[src/sv/ipd_pkg.sv]
// Shared types, character constants and header table for the IPD frame parser.
`timescale 1ns / 1ps

package ipd_pkg;

  // Default width of the announced payload length
  localparam int LenWidthDef = 16;

  // Header "+IPD," length and match index width
  localparam int          HdrIdxW = 3;
  localparam logic [2:0]  HdrLen  = 3'd5;

  // Characters of interest
  localparam logic [7:0] ChPlus  = 8'h2B;  // '+'
  localparam logic [7:0] ChI     = 8'h49;  // 'I'
  localparam logic [7:0] ChP     = 8'h50;  // 'P'
  localparam logic [7:0] ChD     = 8'h44;  // 'D'
  localparam logic [7:0] ChComma = 8'h2C;  // ','
  localparam logic [7:0] ChColon = 8'h3A;  // ':'
  localparam logic [7:0] ChCr    = 8'h0D;
  localparam logic [7:0] ChLf    = 8'h0A;
  localparam logic [7:0] ChZero  = 8'h30;
  localparam logic [7:0] ChNine  = 8'h39;

  // Parser phase
  typedef enum logic [1:0] {
    PhSearch  = 2'd0,
    PhChannel = 2'd1,
    PhLength  = 2'd2,
    PhPayload = 2'd3
  } phase_t;

  // Payload byte classification
  typedef enum logic [1:0] {
    KindData     = 2'd0,
    KindCr       = 2'd1,
    KindLineDone = 2'd2,
    KindFrameErr = 2'd3
  } kind_t;

  // Header character at a given match position
  function automatic logic [7:0] hdr_char(input logic [HdrIdxW-1:0] idx);
    logic [7:0] ch;
    case (idx)
      3'd0:    ch = ChPlus;
      3'd1:    ch = ChI;
      3'd2:    ch = ChP;
      3'd3:    ch = ChD;
      3'd4:    ch = ChComma;
      default: ch = ChPlus;
    endcase
    return ch;
  endfunction

endpackage

[src/sv/ipd_frame_payload_parser_core.sv]
// Top level: "+IPD,<channel>,<length>:<payload>" receive frame parser.
`timescale 1ns / 1ps

// Takes one received byte per beat on the in_ channel and emits one beat on the
// out_ channel for every payload byte, tagged as data, CR terminator, LF line
// completion or framing error, with out_frame_last on the byte that uses up the
// announced length. Header, channel and length bytes produce no output beat.
// The length saturates at 2**LEN_WIDTH - 1; a zero length returns straight to
// header search. Throughput is one byte per cycle unless a payload byte is stalled:
// each byte goes from the input register through a single small state update into
// the output register. The input register lets the next byte be taken while a
// result waits in the output register; only a payload byte that finds the output
// register full and stalled holds the input side.
module ipd_frame_payload_parser_core #(
  parameter int LEN_WIDTH = ipd_pkg::LenWidthDef
) (
  input  logic       clk,
  input  logic       rst_n,
  // input byte channel
  input  logic       in_valid,
  output logic       in_stall,
  input  logic [7:0] in_rx_byte,
  // payload output channel
  output logic       out_valid,
  input  logic       out_stall,
  output logic [7:0] out_data_byte,
  output logic [1:0] out_kind,
  output logic       out_frame_last
);

  import ipd_pkg::*;

  localparam int MulW = LEN_WIDTH + 4;

  // input register
  logic                 in_valid_r;
  logic [7:0]           in_byte_r;

  // parser state
  phase_t               phase_r,     phase_nxt;
  logic [HdrIdxW-1:0]   match_idx_r, match_idx_nxt;
  logic [LEN_WIDTH-1:0] remaining_r, remaining_nxt;
  logic                 digits_done_r, digits_done_nxt;
  logic                 expect_lf_r, expect_lf_nxt;

  // output register
  logic                 out_valid_r;
  logic [7:0]           out_byte_r;
  kind_t                out_kind_r;
  logic                 out_last_r;

  // combinational result
  logic                 res_valid;
  kind_t                res_kind;
  logic                 res_last;
  logic [LEN_WIDTH-1:0] rem_dec;
  logic [MulW-1:0]      len_x10;
  logic                 out_free;
  logic                 advance;

  // Handshake: a byte leaves the input register unless it needs a full output slot
  assign out_free = !out_valid_r || !out_stall;
  assign advance  = in_valid_r && ((phase_r != PhPayload) || out_free);
  assign in_stall = in_valid_r && !advance;

  // length * 10 + digit, four bits wider than the length so it cannot overflow
  assign len_x10 = ({4'b0000, remaining_r} << 3) + ({4'b0000, remaining_r} << 1)
                 + {{(MulW-4){1'b0}}, in_byte_r[3:0]};

  assign rem_dec = (remaining_r != '0) ? remaining_r - 1'b1 : remaining_r;

  // Next state and result for the byte in the input register
  always_comb begin
    phase_nxt       = phase_r;
    match_idx_nxt   = match_idx_r;
    remaining_nxt   = remaining_r;
    digits_done_nxt = digits_done_r;
    expect_lf_nxt   = expect_lf_r;
    res_valid       = 1'b0;
    res_kind        = KindData;
    res_last        = 1'b0;
    case (phase_r)
      PhSearch: begin
        if (match_idx_r < HdrLen && in_byte_r == hdr_char(match_idx_r)) begin
          if (match_idx_r == HdrLen - 3'd1) begin
            phase_nxt     = PhChannel;
            match_idx_nxt = '0;
          end else begin
            match_idx_nxt = match_idx_r + 3'd1;
          end
        end else begin
          // a stray '+' may start a new header
          match_idx_nxt = (in_byte_r == ChPlus) ? 3'd1 : 3'd0;
        end
      end
      PhChannel: begin
        if (in_byte_r == ChComma) begin
          phase_nxt       = PhLength;
          remaining_nxt   = '0;
          digits_done_nxt = 1'b0;
        end
      end
      PhLength: begin
        if (in_byte_r == ChColon) begin
          if (remaining_r == '0) begin
            phase_nxt     = PhSearch;
            match_idx_nxt = '0;
            expect_lf_nxt = 1'b0;
          end else begin
            phase_nxt = PhPayload;
          end
        end else if (!digits_done_r && (in_byte_r inside {[ChZero:ChNine]})) begin
          // saturating decimal accumulate
          if (len_x10 > {4'b0000, {LEN_WIDTH{1'b1}}}) begin
            remaining_nxt = '1;
          end else begin
            remaining_nxt = len_x10[LEN_WIDTH-1:0];
          end
        end else begin
          digits_done_nxt = 1'b1;
        end
      end
      PhPayload: begin
        res_valid = 1'b1;
        if (in_byte_r == ChCr) begin
          if (!expect_lf_r) begin
            res_kind      = KindCr;
            expect_lf_nxt = 1'b1;
          end else begin
            res_kind = KindFrameErr;
          end
        end else if (in_byte_r == ChLf) begin
          if (expect_lf_r) begin
            res_kind      = KindLineDone;
            expect_lf_nxt = 1'b0;
          end else begin
            res_kind = KindFrameErr;
          end
        end
        remaining_nxt = rem_dec;
        res_last      = (rem_dec == '0);
        if (res_last) begin
          phase_nxt     = PhSearch;
          match_idx_nxt = '0;
          expect_lf_nxt = 1'b0;
        end
      end
      default: begin
        phase_nxt = PhSearch;
      end
    endcase
  end

  // Input register
  always_ff @(posedge clk) begin
    if (!rst_n) begin
      in_valid_r <= 1'b0;
    end else if (!in_valid_r || advance) begin
      in_valid_r <= in_valid;
    end
  end

  always_ff @(posedge clk) begin
    if (in_valid && !in_stall) begin
      in_byte_r <= in_rx_byte;
    end
  end

  // Parser state
  always_ff @(posedge clk) begin
    if (!rst_n) begin
      phase_r       <= PhSearch;
      match_idx_r   <= '0;
      remaining_r   <= '0;
      digits_done_r <= 1'b0;
      expect_lf_r   <= 1'b0;
    end else if (advance) begin
      phase_r       <= phase_nxt;
      match_idx_r   <= match_idx_nxt;
      remaining_r   <= remaining_nxt;
      digits_done_r <= digits_done_nxt;
      expect_lf_r   <= expect_lf_nxt;
    end
  end

  // Output register
  always_ff @(posedge clk) begin
    if (!rst_n) begin
      out_valid_r <= 1'b0;
    end else if (advance && res_valid) begin
      out_valid_r <= 1'b1;
    end else if (!out_stall) begin
      out_valid_r <= 1'b0;
    end
  end

  always_ff @(posedge clk) begin
    if (advance && res_valid) begin
      out_byte_r <= in_byte_r;
      out_kind_r <= res_kind;
      out_last_r <= res_last;
    end
  end

  assign out_valid      = out_valid_r;
  assign out_data_byte  = out_byte_r;
  assign out_kind       = out_kind_r;
  assign out_frame_last = out_last_r;

`ifndef NO_ASSERTIONS
  // header match index never runs past the header
  a_match_range: assert property (@(posedge clk) disable iff (!rst_n)
    match_idx_r < HdrLen)
    else $error("header match index out of range");

  // match index is only live while searching
  a_match_idle: assert property (@(posedge clk) disable iff (!rst_n)
    phase_r != PhSearch |-> match_idx_r == '0)
    else $error("match index set outside header search");

  // no pending LF while searching for a header
  a_lf_clear: assert property (@(posedge clk) disable iff (!rst_n)
    phase_r == PhSearch |-> !expect_lf_r)
    else $error("expect_lf set during header search");

  // payload phase always has bytes left
  a_payload_len: assert property (@(posedge clk) disable iff (!rst_n)
    phase_r == PhPayload |-> remaining_r != '0)
    else $error("payload phase with zero length");

  // a payload byte that moves on always lands in the output register
  a_payload_out: assert property (@(posedge clk) disable iff (!rst_n)
    advance && phase_r == PhPayload |=> out_valid_r && out_byte_r == $past(in_byte_r))
    else $error("payload byte lost");
`endif

endmodule

[config.mk]
export PLATFORM = sky130hd
export DESIGN_NAME = ipd_frame_payload_parser_core
export DESIGN_NICKNAME = d
export VERILOG_FILES = /design/src/sv/ipd_pkg.sv /design/src/sv/ipd_frame_payload_parser_core.sv
export SDC_FILE = /design/constraint.sdc
export NUM_CORES = 1
export LEC_CHECK = 0
export BUFFER_PORTS_ARGS = -buffer_cell sky130_fd_sc_hd__buf_4
export CORE_ASPECT_RATIO = 1.75
export CORE_MARGIN = 2
export CORE_UTILIZATION = 45
export DETAILED_ROUTE_END_ITERATION = 7
export GPL_TIMING_DRIVEN = 0
export PLACE_DENSITY = 0.71
export SYNTH_ARGS = -nofsm -noshare
export SYNTH_HDL_FRONTEND = slang
export SYNTH_SLANG_ARGS = --single-unit
[constraint.sdc]
create_clock -name clk -period 6 [get_ports clk]
set_input_delay 0.6 -clock clk [delete_from_list [all_inputs] [get_ports clk]]
set_output_delay 0.6 -clock clk [all_outputs]
set_load 0.05 [all_outputs]
# After elaboration in Yosys (flattened, before gate mapping)
# Cells that the tools add are included.
[classes]
addsub = 4
n_lt_le_gt_ge = 4
n_eq_ne = 25
n_mux = 39
n_reduce_logical = 29
[op_table]
columns = ["cell", "n"]
rows = [
  ["two-way mux 16 bit", 5],
  ["one-hot mux 16 bit (3 select lines)", 1],
  ["zero test 16 bit", 2],
  ["one-hot mux 7 bit (4 select lines)", 1],
  ["== test 8 x 6 -> 1 bit, second input constant", 3],
  ["adder 19 x 17 -> 20 bit", 1],
  ["adder 20 x 4 -> 20 bit", 1],
  ["greater-than comparator 20 x 16 -> 1 bit, second input constant", 1],
  ["inequality test 2 bit, second input constant", 10],
  ["AND reduction 5 bit", 4],
  ["two-way mux 2 bit", 9],
  ["== test 8 x 4 -> 1 bit, second input constant", 2],
  ["nonzero test 16 bit", 1],
  ["subtractor 16 x 1 -> 16 bit, second input constant", 1],
  ["two-way mux 3 bit", 5],
  ["two-way mux 1 bit", 13],
  ["one-hot mux 3 bit (3 select lines)", 1],
  ["== test 8 bit", 1],
  ["greater-or-equal comparator 8 x 6 -> 1 bit, second input constant", 1],
  ["<= comparator 8 x 6 -> 1 bit, second input constant", 1],
  ["two-way mux 8 bit", 1],
  ["one-hot mux 2 bit (4 select lines)", 1],
  ["logical AND 1 bit", 7],
  ["== test 3 x 2 -> 1 bit, second input constant", 2],
  ["other kinds (15)", 26],
]
[totals]
regBits = 44
elab_cells = 112

# Depth between registers and ports, before layout
# Gate-level depths: netlist of run 1.
[depth]
depth_word = 8
depth_mapped = 12
mapped_depth_nobuf = 11

# Worst setup path after synthesis of run 1
# Ideal clock, no wire load.
[synth_timing]
path_kind = "reg2reg"
from = "register in_byte_r[3]"
to = "register remaining_r[0]"
setup_time_ns = 0.129
arrival_time_ns = 3.212
t_required_ns = 5.871
setup_slack_ns = 2.659
stages_incl_launch_ff = 12
n_path_buf = 1
period_less_slack_ns = 3.341
cell_sequence = "edfxtp_1 -> fa_1 -> fa_1 -> a21oi_1 -> o21ai_0 -> o21a_1 -> o31ai_1 -> nor4b_1 -> o211ai_1 -> clkbuf_1 -> a2111oi_0 -> nor2_1"
[synth_between]
elab_chain_len = 6
[synth_lines]
columns = ["element", "line", "source"]
rows = [
  ["start: declaration", "ipd_frame_payload_parser_core.sv:37", "logic [7:0] in_byte_r;"],
  ["start signal: assignment", "ipd_frame_payload_parser_core.sv:165", "in_byte_r <= in_rx_byte;"],
  ["adder 20 x 4 -> 20 bit", "ipd_frame_payload_parser_core.sv:68", "+ {{(MulW-4){1'b0}}, in_byte_r[3:0]};"],
  ["greater-than comparator 20 x 16 -> 1 bit", "ipd_frame_payload_parser_core.sv:114", "if (len_x10 > {4'b0000, {LEN_WIDTH{1'b1}}}) begin"],
  ["two-way mux 16 bit", "ipd_frame_payload_parser_core.sv:114", ""],
  ["two-way mux 16 bit", "ipd_frame_payload_parser_core.sv:112", "end else if (!digits_done_r && (in_byte_r inside {[ChZero:ChNine]})) begin"],
  ["two-way mux 16 bit", "ipd_frame_payload_parser_core.sv:104", "if (in_byte_r == ChColon) begin"],
  ["one-hot mux 16 bit (3 select lines)", "ipd_frame_payload_parser_core.sv:82", "case (phase_r)"],
  ["end signal: assignment", "ipd_frame_payload_parser_core.sv:180", "remaining_r <= remaining_nxt;"],
  ["end: declaration", "ipd_frame_payload_parser_core.sv:42", "logic [LEN_WIDTH-1:0] remaining_r, remaining_nxt;"],
]
# Parallel ways exist; a longest one is shown, timed or not. The select of a mux whose other input is x is not followed.
# A chain may end at the register's enable or synchronous reset.

# Final worst setup path of run 1
[layout_timing]
from = "register in_byte_r[3]"
to = "register remaining_r[10]"
# The elaborated chain is that of the path after synthesis.

==> summary.md, run 1 <==
| Metric | Value |
|---|---|
| Commonest non-fill, non-tap cell in the layout | `nand2_1` |
| Worst Path Arrival | `4410 ps` |
| Pwr Density | `150.9 mW/mm²` |
| Total Routed Length | `11.59 mm` |
| Layout Skew | `4.144 ps` |
| Peak VDD IR | `0.0001068 V` |
| Total global-route track usage | `0.2472` |
| WL/cell | `18.45 µm` |
| Clock Power Share | `0.471` |
| Number of DRC markers in iteration 0 | `257` |
| Die height | `128.6 µm` |
| Setup violators final | `0` |
| Cts repair resizes | `0` |
| Number of global-route vias before repair | `3904` |
| Row Count | `45` |
| CTS tree | `done` |
| Library cells used by synthesis | `73` |
| Crit end category | `register` |
| Final hold viol count | `0` |
| Die X | `75.21 µm` |
| Reg2Reg Depth | `11` |
| Sw power | `147.8 µW` |
| IO buf count | `24` |
| Min-delay worst type | `reg2reg` |
| Nets@finish | `561` |
| DP Wirelength | `9.129 mm` |
| Switching Fraction | `0.2181` |
| Mapped Cells | `479` |
| Period utilization | `0.7064` |
| First-pass GRT wire length | `18.42 mm` |
| DRC violations left | `0` |
| R2R Setup Slk | `1760 ps` |
| Syn Area/Cell | `8.335 µm²` |
| Pin count of the biggest net entering global routing | `16` |
| Critical path class | `reg2reg` |
| Area growth syn-to-layout | `12.50%` |
| Setup slack after layout | `1761 ps` |
| First-pass iteration count of the detailed router | `5` |
| Sequential share of power | `0.484` |
| CP Launch Point | `in_byte_r[3]` |
| RSZ-0062 raised after global routing | `false` |
| Highest clock rate | `235.9 MHz` |
| Post-CTS Hold Buffers | `0` |
| Syn Std Cell Area | `0.003993 mm²` |
| Worst Setup EP | `remaining_r[10]` |
| Via count | `3869` |
| Most frequent cells in the layout | `nand2_1, o21ai_0, a21oi_1` |
| Comb power frac | `0.046` |
| Max Slew Vio Count | `0` |
| Worst Setup Slack post-DPL | `1735 ps` |
| Setup_tns | `0 ps` |
| Core Area | `0.008671 mm²` |
| Clk slew on worst S/H paths | `60 ps` |
| Fraction of layout cells with a size suffix above 1 | `0.09589` |
| Worst r2r src | `in_byte_r[3]` |
| Top FF cell, synth | `dfxtp_1` |
| CTS HTree Levels | `2` |
| Syn Nets | `530` |
| Tmin final | `4239 ps` |
| Ys Warns | `0` |
| Final GP Congestion | `0.9306` |
| Total gr overflow | `0` |
| Post-synth ARST share | `0` |
| Max-slew headroom | `0.2371` |
| Number of synthesized flops with an enable pin | `19` |
| # Post-CTS Setup Buffers | `0` |
| Io pins | `25` |
| Max Cap Viol | `0` |
| Crit path max fanout | `10` |
| Die area | `0.009672 mm²` |
| Worst-margin pin slew | `1144 ps` |
| Final ANT Viol Nets | `0` |
| Outcome | `complete, no violations` |
| Leak | `0.001922 µW` |
| Power Internal | `529.9 µW` |
| Inserted Clock Buffers | `5` |
| Initial Util | `0.4605` |
| Via density | `6.161` |
| Initial antenna violation count | `0` |
| Worst Path Required | `6170 ps` |
| Terminus of the critical flop-to-flop path | `remaining_r[10]` |
| Clock Latency Late Sink | `290 ps` |
| Clock root cell | `clkbuf_16` |
| Number of diodes | `0` |
| Clock Path Buffers | `2` |
| #FFs+latches synth | `44` |
| Num Clock Sinks | `44` |
| CP Launch Type | `register` |
| Seq/Total Area, Yosys | `0.2683` |
-- synthesized netlist by cell type (all sizes together) (5+ instances only) --
master	number	share of area
ha	37	0.12
xnor2	14	0.031
o311a	6	0.015
o31ai	5	0.0094
o21bai	5	0.0094
nor4	9	0.022
a31oi	8	0.013
nand2b	11	0.017
dfxtp	25	0.13
nand2	41	0.039
nand3	10	0.013
inv	11	0.010
nor2b	8	0.013
o21ai	43	0.055
o21a	9	0.017
nor3	18	0.024
xor2	5	0.011
edfxtp	19	0.14
and3	5	0.0078
or3	9	0.014
o211ai	6	0.011
a21oi	38	0.048
nor2	24	0.023
clkbuf	24	0.023
a21o	9	0.017
mux2i	6	0.015
-- worst max-delay path, stage by stage, from the launching register on --
cell and delay (ps):
edfxtp_1 580, fa_1 600, fa_1 480, a21oi_1 200
o21ai_0 200, o21a_1 280, o31ai_1 230, nor4b_1 290
o211ai_1 370, clkbuf_1 340, o21ai_0 430, a21oi_1 120
-- routing by layer --
layer / part of all wire / track usage / vias up
li1: - / - / 1887
met1: 0.36 / 0.2349 / 1814
met2: 0.55 / 0.4659 / 123
met3: 0.030 / 0.02271 / 45
met4: 0.060 / 0.1775 / 0
met5: 0 / 0 / -
-- per-stage QoR --
stage          hold slack (ps)  total power, µW  instance area, µm²    util  std cells
2_1_floorplan            424.4            348.8                3993       -        479
3_3_place_gp             440.9            364.1                4319  0.4981        620
3_5_place_dp             460.7            365.2                4319  0.4981        620
4_1_cts                  475.4            679.4                4492  0.5180        628
5_1_grt                  478.9            694.1                4492  0.5180        628
6_report                 467.8            677.8                4492  0.5180        628
-- state kept, by name, indices dropped and copies added, names as in the netlist --
name / count
remaining_r: 16
in_byte_r: 8
out_data_byte: 8
match_idx_r: 3
out_kind: 2
phase_r: 2
digits_done_r: 1
expect_lf_r: 1
in_valid_r: 1
out_frame_last: 1
out_valid: 1
-- worst min path at each step --
stage,from,to,cells past startpoint
after floorplan,in_byte_r[5],out_data_byte[5],0
after global placement,in_byte_r[5],out_data_byte[5],0
after detailed placement,in_byte_r[5],out_data_byte[5],0
after CTS,in_byte_r[5],out_data_byte[5],0
after global routing,in_rx_byte[3],in_byte_r[3],1
final,in_byte_r[5],out_data_byte[5],0
-- area by class of cell --
class                      instances  area, µm²
fill                             855       4179
multi-input combinational        395       2761
sequential                        44       1071
timing repair buffer              24      180.2
tap                              117      146.4
clock buffer                       5      125.1
buffer                            27      111.4
inverter                          13      48.80
clock inverter                     3      47.55
-- cell families (layout without fill, tap and decap cells) --
kind of cell,after synthesis,in the layout,share of synthesized area
adder cells (fa/ha/maj),39,39,0.1260
flip-flops,44,44,0.2683
buffers and inverters,40,72,0.04011
AO/OA/AOI/OAI,163,163,0.2711
XOR/XNOR,19,19,0.04168
multiplexers,7,7,0.01786
AND/OR/NAND/NOR,167,167,0.2350
-- power by group through the flow --
stage,combinational [µW],sequential (µW),clock [µW]
4_1_cts,30.8,328,320
3_5_place_dp,30.5,335,0
6_report,31.0,328,319
3_3_place_gp,29.8,334,0
5_1_grt,33.9,329,332
2_1_floorplan,19.0,330,0
No activity file was read; power rests on OpenSTA's default activity.
==> run 2, diff against run 1 <==
- clock period: 6 -> 4.3 ns (I/O delays scaled with it)
==> run 2 against run 1 <==
Effect of this change: non-clock buffer count up 4; core utilization increased by 0.35 points; sequential share of layout area shrank 0.16 points; cell count is 0.64% higher; clock skew decreased by 0.60 ps; fmax up 4.6%; sequential power grew 39%.
==> summary.md, run 2 (synthesis gave the netlist of run 1 again) <==
| Metric | Value |
|---|---|
| Max incr delay on CP | `550 ps` |
| Max FFs per register | `16` |
| Fraction of layout cells with a size suffix above 1 | `0.1029` |
| Min-delay worst type | `in2reg` |
| Layout Skew | `3.543 ps` |
| CTS HTree Levels | `2` |
| Crit path buf inv count | `1` |
| Clk slew on worst S/H paths | `60 ps` |
| CTS tree | `done` |
| Number of diodes | `0` |
| Initial Util | `0.4605` |
| Outcome | `complete, no violations` |
| Peak VDD IR | `0.0001490 V` |
| Final ANT Viol Nets | `0` |
| Final GP Congestion | `0.9306` |
| IO buf count | `24` |
| Crit end category | `register` |
| DP Wirelength | `9.129 mm` |
| Max Cap Viol | `0` |
| Via count | `3865` |
| Row Count | `45` |
| Die area | `0.009672 mm²` |
| Period utilization | `0.9426` |
| Hold slack | `312.4 ps` |
| WL/cell | `18.31 µm` |
| Clock root cell | `clkbuf_16` |
| DRC violations left | `0` |
| CP Launch Type | `register` |
| Setup violators final | `0` |
| Critical Path, Cell by Cell | `ha_1 -> ha_1 -> fa_1 -> a21oi_1 -> o21ai_0 -> o21a_1 -> o31ai_1 -> nor4b_1 -> o211ai_1 -> clkbuf_1 -> o21ai_0 -> a21oi_1` |
| Most frequent cells in the layout | `nand2_1, o21ai_0, a21oi_1` |
| Final hold viol count | `0` |
| Worst-margin pin slew | `1133 ps` |
| Area growth syn-to-layout | `13.26%` |
| Highest clock rate | `246.7 MHz` |
| Inserted Clock Buffers | `5` |
| Number of DRC markers in iteration 0 | `235` |
| Critical path class | `reg2reg` |
| Max-slew headroom | `0.2446` |
| Pwr Density | `209.4 mW/mm²` |
| Via density | `6.116` |
| Core Area | `0.008671 mm²` |
| Crit path max fanout | `10` |
| RSZ-0062 raised after global routing | `false` |
| Register with the most flip-flops | `remaining_r` |
| Total global-route track usage | `0.2472` |
| First-pass iteration count of the detailed router | `5` |
| Leak | `0.001942 µW` |
| Pin count of the biggest net entering global routing | `16` |
| Die height | `128.6 µm` |
| Worst Path Required | `4470 ps` |
| Worst Path Arrival | `4220 ps` |
| First-pass GRT wire length | `18.42 mm` |
| Max Slew Vio Count | `0` |
| Total Routed Length | `11.58 mm` |
| Clock Path Buffers | `2` |
| Worst path slowest cell | `edfxtp_1` |
| Cts repair resizes | `0` |
| Nets@finish | `565` |
| Initial antenna violation count | `0` |
| CP top delay family | `compound AO/OA/AOI/OAI gates` |
| Io pins | `25` |
| Post-Layout Cell Count | `632` |
| Total gr overflow | `0` |
| Commonest non-fill, non-tap cell in the layout | `nand2_1` |
| Placed insts | `620` |
| Clock Latency Late Sink | `290 ps` |
| Setup_tns | `0 ps` |
| Tmin final | `4053 ps` |
| Die X | `75.21 µm` |
| Num Clock Sinks | `44` |
| Number of global-route vias before repair | `3904` |
run 2: worst paths after layout:
kind / startpoint / slack, ps / end / cells past startpoint
worst max register to register: in_byte_r[2] / 250 / remaining_r[10] / 12
worst min-delay path: in_rx_byte[0] / 310 / in_byte_r[0] / 1
worst min register to register: in_byte_r[5] / 470 / out_data_byte[5] / 0
worst max-delay path: in_byte_r[2] / 250 / remaining_r[10] / 12
run 2: timing repair:
action                                  in CTS  in global routing
hold endpoints to repair                     0                  0
endpoints found under the setup margin       0                  7
buffers inserted                             0                  4
hold buffers                                 0                  0
run 2: per-stage QoR:
step                power (µW)  utilization  setup WS (ps)  area [µm²]
finish                   947.0       0.5215          246.7        4522
global route             970.7       0.5215          17.58        4522
CTS                      947.9       0.5180          25.83        4492
detailed placement       509.6       0.4981          35.30        4319
global placement         508.1       0.4981          31.88        4319
floorplan                486.7            -          958.6        3993
run 2: routing by layer:
metal	part of all wire	wire, µm	up-vias	global-route usage
li1	-	-	1893	-
met1	0.35	4077	1813	0.2349
met2	0.56	6441	115	0.4659
met3	0.031	355	44	0.02271
met4	0.061	701	0	0.1775
met5	0	0	-	0
run 2: area by class of cell:
class | count | area (µm²)
clock inverter | 3 | 47.55
buffer | 27 | 111.4
timing repair buffer | 28 | 210.2
fill | 854 | 4149
multi-input combinational | 395 | 2761
tap | 117 | 146.4
clock buffer | 5 | 125.1
inverter | 13 | 48.80
sequential | 44 | 1071
run 2: where the power goes:
part | total [µW] | internal (µW) | switching [µW]
clock | 444 | 276 | 168
sequential | 455 | 443 | 11.7
combinational | 48.0 | 21.8 | 26.2
